[src/rtl/lkd_pkg.sv]
`default_nettype none

package lkd_pkg;

	localparam int unsigned MAX_POSITIONS = 8;
	localparam int unsigned POS_W = 3;
	localparam int unsigned STEP_W = POS_W + 1;

	localparam logic [7:0] CMD_READ_KEYS   = 8'h42;
	localparam logic [7:0] CMD_DISPLAY_ON  = 8'h88;
	localparam logic [7:0] CMD_DISPLAY_OFF = 8'h80;
	localparam logic [7:0] ADDR_DIGIT_BASE = 8'hC0;
	localparam logic [7:0] ADDR_LED_BASE   = 8'hC1;

	typedef enum logic [2:0] {
		KIND_LEDS       = 3'd0,
		KIND_DIGITS     = 3'd1,
		KIND_BRIGHTNESS = 3'd2,
		KIND_SWITCH     = 3'd3,
		KIND_KEY_SCAN   = 3'd4
	} kind_t;

	typedef struct packed {
		logic [2:0]  kind;
		logic [7:0]  small_value;
		logic [31:0] key_bytes;
		logic [4:0]  digit0;
		logic [4:0]  digit1;
		logic [4:0]  digit2;
		logic [4:0]  digit3;
		logic [4:0]  digit4;
		logic [4:0]  digit5;
		logic [4:0]  digit6;
		logic [4:0]  digit7;
	} item_t;

	typedef struct packed {
		logic [7:0] byte_out;
		logic       frame_start;
		logic       frame_end;
		logic [3:0] key_code;
		logic       last;
	} result_t;

	function automatic logic [7:0] glyph_segments(input logic [4:0] idx);
		logic [7:0] seg;
		case (idx)
			5'd0:    seg = 8'h3F;
			5'd1:    seg = 8'h06;
			5'd2:    seg = 8'h5B;
			5'd3:    seg = 8'h4F;
			5'd4:    seg = 8'h66;
			5'd5:    seg = 8'h6D;
			5'd6:    seg = 8'h7D;
			5'd7:    seg = 8'h07;
			5'd8:    seg = 8'h7F;
			5'd9:    seg = 8'h6F;
			5'd10:   seg = 8'h77;
			5'd11:   seg = 8'h7C;
			5'd12:   seg = 8'h39;
			5'd13:   seg = 8'h5E;
			5'd14:   seg = 8'h79;
			5'd15:   seg = 8'h71;
			5'd16:   seg = 8'hBF;
			5'd17:   seg = 8'h86;
			5'd18:   seg = 8'hDB;
			5'd19:   seg = 8'hCF;
			5'd20:   seg = 8'hE6;
			5'd21:   seg = 8'hED;
			5'd22:   seg = 8'hFD;
			5'd23:   seg = 8'h87;
			5'd24:   seg = 8'hFF;
			5'd25:   seg = 8'hEF;
			5'd27:   seg = 8'h38;
			5'd28:   seg = 8'h76;
			default: seg = 8'h00;
		endcase
		return seg;
	endfunction

	function automatic logic [3:0] decode_keys(input logic [31:0] bytes);
		logic [3:0] code;
		code = 4'd0;
		for (int i = 3; i >= 0; i--) begin
			if (bytes[8*i+4]) begin
				code = 4'(2*i + 2);
			end
			if (bytes[8*i]) begin
				code = 4'(2*i + 1);
			end
		end
		return code;
	endfunction

endpackage

`default_nettype wire

[src/rtl/led_key_display_frame_engine.sv]
// Command sequencer for an 8-digit, 8-LED, 8-key display driver. An item is taken when start
// is high and busy is low. LED and digit items give 2*POSITIONS bytes, one per clock, as
// address and data pairs; brightness, switch and key scan items give one byte; kinds 5 to 7
// give nothing. Results leave one per cycle from the result register with result_valid high
// for exactly one cycle and cannot be held off, so the receiver must take every byte as it
// comes. An item is stored in in_s1 when it is taken, and its first byte is formed from there
// and then registered in result_s2. Busy drops in the cycle that the last byte is formed, so
// the next item follows with no gap; the step counter walks the single byte path one step per
// byte of the item.
`default_nettype none

module led_key_display_frame_engine #(
	parameter int unsigned POSITIONS = lkd_pkg::MAX_POSITIONS
) (
	input  wire logic            clk,
	input  wire logic            arst_n,
	input  wire logic            start,
	output logic                 busy,
	input  wire lkd_pkg::item_t  cmd,
	output logic                 result_valid,
	output lkd_pkg::result_t     result
);

	localparam logic [lkd_pkg::POS_W-1:0] LAST_POS = lkd_pkg::POS_W'(POSITIONS - 1);

	lkd_pkg::item_t                in_s1;
	logic                          active_q;
	logic [lkd_pkg::STEP_W-1:0]    step_q;
	lkd_pkg::result_t              result_s2;
	logic                          result_valid_s2;

	lkd_pkg::result_t              res_d;
	logic                          last_d;
	logic                          accept;
	logic                          kind_ok;
	logic [lkd_pkg::POS_W-1:0]     pos;
	logic                          phase;
	logic [4:0]                    glyph_idx;

	assign pos   = step_q[lkd_pkg::STEP_W-1:1];
	assign phase = step_q[0];

	always_comb begin
		case (pos)
			3'd0:    glyph_idx = in_s1.digit0;
			3'd1:    glyph_idx = in_s1.digit1;
			3'd2:    glyph_idx = in_s1.digit2;
			3'd3:    glyph_idx = in_s1.digit3;
			3'd4:    glyph_idx = in_s1.digit4;
			3'd5:    glyph_idx = in_s1.digit5;
			3'd6:    glyph_idx = in_s1.digit6;
			default: glyph_idx = in_s1.digit7;
		endcase
	end

	always_comb begin
		res_d = '0;
		last_d = 1'b1;
		case (in_s1.kind)
			lkd_pkg::KIND_LEDS, lkd_pkg::KIND_DIGITS: begin
				last_d = phase && (pos == LAST_POS);
				res_d.last = last_d;
				res_d.frame_start = !phase;
				res_d.frame_end = phase;
				if (!phase) begin
					res_d.byte_out = ((in_s1.kind == lkd_pkg::KIND_LEDS) ?
						lkd_pkg::ADDR_LED_BASE : lkd_pkg::ADDR_DIGIT_BASE) +
						{4'd0, pos, 1'b0};
				end else if (in_s1.kind == lkd_pkg::KIND_LEDS) begin
					res_d.byte_out = {7'd0, in_s1.small_value[~pos]};
				end else begin
					res_d.byte_out = lkd_pkg::glyph_segments(glyph_idx);
				end
			end
			lkd_pkg::KIND_BRIGHTNESS: begin
				res_d.byte_out = lkd_pkg::CMD_DISPLAY_ON | {5'd0, in_s1.small_value[2:0]};
				res_d.frame_start = 1'b1;
				res_d.frame_end = 1'b1;
				res_d.last = 1'b1;
			end
			lkd_pkg::KIND_SWITCH: begin
				res_d.byte_out = (in_s1.small_value != 8'd0) ?
					lkd_pkg::CMD_DISPLAY_ON : lkd_pkg::CMD_DISPLAY_OFF;
				res_d.frame_start = 1'b1;
				res_d.frame_end = 1'b1;
				res_d.last = 1'b1;
			end
			lkd_pkg::KIND_KEY_SCAN: begin
				res_d.byte_out = lkd_pkg::CMD_READ_KEYS;
				res_d.frame_start = 1'b1;
				res_d.frame_end = 1'b1;
				res_d.key_code = lkd_pkg::decode_keys(in_s1.key_bytes);
				res_d.last = 1'b1;
			end
			default: begin
				res_d = '0;
				last_d = 1'b1;
			end
		endcase
	end

	assign busy    = active_q && !last_d;
	assign accept  = start && !busy;
	assign kind_ok = cmd.kind inside {[lkd_pkg::KIND_LEDS:lkd_pkg::KIND_KEY_SCAN]};

	always_ff @(posedge clk or negedge arst_n) begin
		if (!arst_n) begin
			active_q <= 1'b0;
			step_q <= '0;
			result_valid_s2 <= 1'b0;
		end else begin
			result_valid_s2 <= active_q;
			if (accept) begin
				active_q <= kind_ok;
				step_q <= '0;
			end else if (active_q) begin
				step_q <= step_q + 1'b1;
				if (last_d) begin
					active_q <= 1'b0;
				end
			end
		end
	end

	always_ff @(posedge clk) begin
		if (accept) begin
			in_s1 <= cmd;
		end
		result_s2 <= res_d;
	end

	assign result       = result_s2;
	assign result_valid = result_valid_s2;

	a_results_contiguous: assert property (@(posedge clk) disable iff (!arst_n)
		result_valid && !result.last |=> result_valid)
		else $error("A result item is missing between the first and last of an item.");

	a_first_result: assert property (@(posedge clk) disable iff (!arst_n)
		start && !busy && (cmd.kind == lkd_pkg::KIND_LEDS || cmd.kind == lkd_pkg::KIND_DIGITS ||
		cmd.kind == lkd_pkg::KIND_BRIGHTNESS || cmd.kind == lkd_pkg::KIND_SWITCH ||
		cmd.kind == lkd_pkg::KIND_KEY_SCAN) |-> ##2 result_valid)
		else $error("An accepted item did not produce its first result.");

	a_key_code_scan_only: assert property (@(posedge clk) disable iff (!arst_n)
		result_valid && result.key_code != 4'd0 |->
		result.byte_out == lkd_pkg::CMD_READ_KEYS && result.last)
		else $error("A key code appeared on a result that is not a key scan.");

endmodule

`default_nettype wire
[config.mk]
export PLATFORM = sky130hd
export DESIGN_NAME = led_key_display_frame_engine
export DESIGN_NICKNAME = d
export VERILOG_FILES = /design/src/rtl/lkd_pkg.sv /design/src/rtl/led_key_display_frame_engine.sv
export SDC_FILE = /design/constraint.sdc
export NUM_CORES = 1
export LEC_CHECK = 0
export BUFFER_PORTS_ARGS = -buffer_cell sky130_fd_sc_hd__buf_4
export CORE_MARGIN = 2
export CORE_UTILIZATION = 55
export CTS_CLUSTER_SIZE = 30
export DETAILED_ROUTE_END_ITERATION = 7
export PLACE_DENSITY = 0.87
export SYNTH_ARGS = -nofsm -noshare
export SYNTH_HDL_FRONTEND = slang
export SYNTH_SLANG_ARGS = --single-unit
[constraint.sdc]
create_clock -name clk -period 5.04 [get_ports clk]
set_input_delay 1.008 -clock clk [delete_from_list [all_inputs] [get_ports clk]]
set_output_delay 1.008 -clock clk [all_outputs]
set_load 0.01 [all_outputs]
### Yosys cells after proc, flatten, opt, wreduce, memory -nomap -nowiden

Memory sizes are Yosys's and may differ from the RTL's.
Index checks and enable logic that the tools add are counted.

* ROM bits: 256
* logic and storage cells: 80
* memories: 1
* input bits: 86
* flip-flop bits (word level): 101
* output and inout port bits: 17

Memory list
* (name not given): depth 32, width 8, read ports 1, clocked after Yosys merged registers in 0, write ports 0, line lkd_pkg.sv:47 `case (idx)`

* multiplexer cells: 23
* magnitude comparators: 3
* equality and inequality tests: 11
* add/sub/neg operators: 2
* reductions and logical operators: 16
* bitwise operators: 2

Operators with widths (number)
* $pmux 10 s4: 1
* $pmux 5 s7: 1
* $mux 4: 4
* $mux 8: 2
* $eq 3x3->1 const B: 5
* $eq 3x2->1 const B: 4
* $mux 3: 4
* $add 7x5->8: 1
* $reduce_bool 8->1: 1
* $reduce_or 8->1: 1
* $mux 1: 7
* $eq 3x1->1 const B: 2
* $logic_not 3->1: 2
* $add 4x1->4 const B: 1
* $logic_and 1x1->1: 4
* $lt 3x4->1 const B: 1
* $mux 2: 2
* $reduce_or 2->1: 2
* $reduce_or 4->1: 1
* $bmux 1 s3: 1
* $ge 3x1->1 const B: 1
* $le 3x3->1 const B: 1
* $logic_not 1->1: 3
* $not 3->3: 1
* other kinds (4): 4

### Logic depth before layout (Yosys ltp)

* word-level depth: 8
* depth in mapped cells: 13
* mapped depth without buffers: 11

### Worst setup path after synthesis

No wires, ideal clock.

* path kind: reg2reg
* from: reg step_q[2] in the netlist's numbering
* to: reg in_s1[0] in the netlist's numbering (enable)
* path buffers: 2
* setup slack: 2092 ps
* required time: 4615 ps
* library setup time: 425 ps
* arrival time: 2523 ps
* period minus slack after synthesis: 2948 ps
* stages on the path, launching flop included: 6
* cell sequence: dfrtp_1 -> buf_6 -> buf_12 -> nand3_2 -> o211ai_1 -> and2_1

* cells in the longest elaborated chain, start to end: 7

Ends and longest elaborated chain
* from (decl): line led_key_display_frame_engine.sv:28 `logic [lkd_pkg::STEP_W-1:0] step_q;`
* from (signal assigned): line led_key_display_frame_engine.sv:117 `step_q <= step_q + 1'b1;`
* $eq 3x3->1: line led_key_display_frame_engine.sv:61 `last_d = phase && (pos == LAST_POS);`
* $logic_and 1x1->1: line led_key_display_frame_engine.sv:61
* $mux 1: line led_key_display_frame_engine.sv:59 `case (in_s1.kind)`
* $logic_not 1->1: line led_key_display_frame_engine.sv:102 `assign busy = active_q && !last_d;`
* $logic_and 1x1->1: line led_key_display_frame_engine.sv:102
* $logic_not 1->1: line led_key_display_frame_engine.sv:103 `assign accept = start && !busy;`
* $logic_and 1x1->1: line led_key_display_frame_engine.sv:103
* net accept: line led_key_display_frame_engine.sv:34 `logic accept;`
* to (signal assigned): line led_key_display_frame_engine.sv:127 `in_s1 <= cmd;`
* to (decl): line led_key_display_frame_engine.sv:26 `lkd_pkg::item_t in_s1;`

The timed path passes the listed nets, and every way through them passes these cells.
A chain may end at the register's enable or synchronous reset.

### Worst setup path after layout

* from: reg step_q[2] in the netlist's numbering
* to: reg in_s1[78] in the netlist's numbering (enable)

Same word-level chain as after synthesis.

==> summary.md <==
| Metric | Value |
|---|---|
| # DRC | 0 |
| Top post-synthesis cells by area | edfxtp_1, dfxtp_1, dfrtp_1 |
| Final hold vios | 0 |
| Routed Antenna Nets | 0 |
| Post-synth top cells | edfxtp_1, nor2_1, a21oi_1 |
| Setup TNS | 0 ps |
| Post-synth top area cell | edfxtp_1 |
| Layout area overhead | 23.1% |
| RePlAce Congestion | approximately 0.9 |
| Synth Area in Compound Gates | between 10% and 20% |
| Full die area | a little over 7000 µm² |
| CTS tree | built |
| Buffers added on ports | a little under 80 |
| Worst-path maximum fanout | 48 |
| Mean Syn Cell Area | approximately 13 µm² |
| First-pass iteration count of the detailed router | 5 |
| Post-CTS resize count | 0 |
| Final core utilization | 69.2% |
| Bufs and invs on worst path | 1 |
| Vias per cell | 5.74 |
| Tightest Hold Check Type | input port to async pin |
| Final Setup Violations | 0 |
| Max Clk Rate | approximately 300 MHz |
| Root Buffer | clkbuf_8 |
| Async SR Flop Fraction | approximately 7.5% |
| Adder-Cell Fraction of Synth Area | approximately 2.5% |
| IO Count | 103 |
| Non-Filler Instances | between 400 and 500 |
| Run status | completed |
| Slew Limit Headroom | roughly 29% |
| RSZ-0062 raised after global routing | no |
| H-tree Lvls | 3 |
| DIE WIDTH | approximately 84 µm |
| Die Ht | 84.1 µm |
| Seq/Total Area, Yosys | ~63% |
| Dpl hpwl | about 5000 µm |
| Worst-case clock skew | 7.20 ps |
| Initial core utilization | 56.2% |
| Vias in the first global route | ~2,500 |
| Layout cell share with drive strength beyond 1 | a little under a third |
| CP peak stage delay | around 950 ps |
| Critical Path AT | around 3400 ps |
| Synth Net Count | roughly 360 |
| Lkg Pwr | 1.72 nW |
| Initial antenna violation count | 0 |
| End of the critical path | in_s1[78]$_DFFE_PP_ |
| CP endpoint kind | flop |
| FILL cells | between 400 and 500 |
| Synth Area in XOR/XNOR | 0.993% |
| Worst Tran Pin Value | between 1000 and 1500 ps |
| Post-synth cell types | 63 |
| Clock slew at reported path FFs | approximately 80 ps |
| Nets@finish | 438 |
| ANT cells | 0 |
| Max-slew violations | 0 |
| Synth Area in Simple Gates | roughly 10% |
| Reg2Reg Depth | 4 |
| Final Cycle Share | between 60% and 70% |
| Reg-to-reg startpoint | step_q[2]$_DFFE_PN0P_ |
| Post-synthesis mux area share | about 5.4% |
| Most used DFF post-synth | edfxtp_1 |
| Via count | roughly 2,500 |
| CP top delay family | simple AND/OR/NAND/NOR gates |
| Core region area | 6280 µm² |
| Setup slack, reg-to-reg | around 1700 ps |
| Top-count cell post-synth | edfxtp_1 |
| Crit. Startpoint | step_q[2]$_DFFE_PN0P_ |
| Largest net degree at the start of global routing | between 40 and 50 |
| Crit path depth | 4 |
| Critical Path Source Type | flop |
| Slowest-stage cell, CP | dfrtp_1 |
| Post-synth design cell area | around 3500 µm² |
| GRT Overall Usage | roughly 22% |
| Pwr Density | between 300 and 400 nW/µm² |
| Placed Cells | just over 400 |
| CTS Hold Bufs | 0 |
| Latest clock arrival within the worst-skew pair | around 350 ps |
| CP Data Required Time | between 5000 and 6000 ps |
| Setup ws final | about 1700 ps |
| Max_cap viols | 0 |
| Crit-path cells | nand3_2 -> o211ai_1 -> and2_2 -> buf_4 |
| Total chip power | roughly 1.6 mW |
| EDFF count, synth | between 50 and 60 |
| FF-to-FF End | in_s1[78]$_DFFE_PP_ |
| Routed wire length | ~7400 µm |
| Largest family of logic cells by synthesized area | compound AO/OA/AOI/OAI gates |
| GR Overflow Total | 0 |
| Cells after synthesis | about 270 |
| Row cnt | 29 |
| Clock Path Buffers | 2 |
| WL/cell | 17.2 µm |
| Maximum VDD drop | approximately 0.29 mV |
| Initial drt markers | 200 |
| First-pass GRT wire length | ~12,000 µm |
| Yosys reg bits | 80 |
| Synth top area share | roughly half |
| Post-CTS Setup Inserts | 0 |
| Setup slack after placement | ~1700 ps |
| Post-route minimum period | 3330 ps |
| CTS Sinks | 80 |
| Critical path class | flop to flop |
| Cts bufs inserted | 9 |
| Synth Warn # | 0 |
[final cells by class]
cell class              instances  area (µm²)  share of cell area (%)
clock inverters                 6         108                    2.48
flip-flops and latches         80        2220                    51.2
inverters                      11        42.5                   0.980
well taps                      77        96.3                    2.22
repair buffers                 79         593                    13.7
multi-input cells             164        1150                    26.5
clock buffers                  10         128                    2.94
[stage by stage]
stage               hold slack (ps)  instance area [µm²]
floorplan                       352                 3530
global placement                450                 4110
detailed placement              452                 4110
CTS                             435                 4340
global route                    425                 4340
finish                          442                 4340
[registers in the layout, indices dropped and copies added (netlist names)]
signal / cells
in_s1: 59
result: 15
step_q: 4
active_q: 1
result_valid: 1
[layer usage]
layer  routed length (µm)  GRT usage [%]
met1                 2920           28.0
met2                 3850           36.1
met3                  474           6.73
met4                  123           7.92
met5                    0              0
[power by group]
part           leakage [nW]  switching (mW)  internal, mW  total [mW]
sequential            0.776          0.0362         0.756       0.792
clock                 0.118           0.226         0.327       0.553
combinational         0.830           0.135         0.123       0.258
[cell families (layout without fill, tap and decap cells)]
group,after synthesis,in the layout
DFF,80,80
and+or+nand+nor,73,73
AOI/OAI and AO/OA,65,65
adders and majority gates,7,7
buffers and inverters,24,106
muxes,15,15
xor gates and xnor gates,4,4
[worst min-delay path by stage]
stage                        startpoint  slack (ps)                      to  depth (start not counted)
finish                           arst_n         440  result_valid$_DFF_PN0_                          1
global route                     arst_n         430      active_q$_DFF_PN0_                          1
CTS                              arst_n         440      active_q$_DFF_PN0_                          1
detailed placement  in_s1[68]$_DFFE_PP_         450    result[4]$_SDFF_PP0_                          1
global placement    in_s1[68]$_DFFE_PP_         450    result[4]$_SDFF_PP0_                          1
floorplan            active_q$_DFF_PN0_         350  result_valid$_DFF_PN0_                          0
[worst reg2reg max path, delay by kind of cell (launching register included)]
kind | cells | cell delay (ps)
buffers and inverters | 1 | 400
DFF | 1 | 950
AOI/OAI and AO/OA | 1 | 360
and+or+nand+nor | 2 | 1320
[cell usage in the layout, fill, tap and decap left out, types with 2 or more instances in the layout]
| master | netlist | layout |
|---|---|---|
| or3_1 | 2 | 2 |
| o211ai_1 | 4 | 4 |
| o31ai_1 | 2 | 2 |
| a21oi_1 | 16 | 16 |
| o21ai_0 | 9 | 9 |
| o22ai_1 | 5 | 5 |
| nor2_1 | 25 | 25 |
| ha_1 | 7 | 7 |
| edfxtp_1 | 59 | 59 |
| clkbuf_8 | 0 | 9 |
| nand2_1 | 12 | 12 |
| clkinv_2 | 1 | 2 |
| mux4_2 | 3 | 3 |
| nor3_1 | 8 | 8 |
| and3_1 | 2 | 2 |
| mux2i_1 | 9 | 9 |
| a211oi_1 | 2 | 2 |
| dfxtp_1 | 15 | 15 |
| nor2b_1 | 4 | 4 |
| inv_1 | 9 | 9 |
| o21a_1 | 3 | 3 |
| mux2_2 | 3 | 3 |
| bufinv_16 | 0 | 3 |
| a21o_1 | 2 | 2 |
| o21ai_1 | 3 | 3 |
| buf_4 | 2 | 79 |
| xnor2_1 | 4 | 4 |
| nand3_1 | 6 | 6 |
| nor4_1 | 3 | 3 |
| dfrtp_1 | 6 | 6 |
No activity file was read; power rests on OpenSTA's default activity.
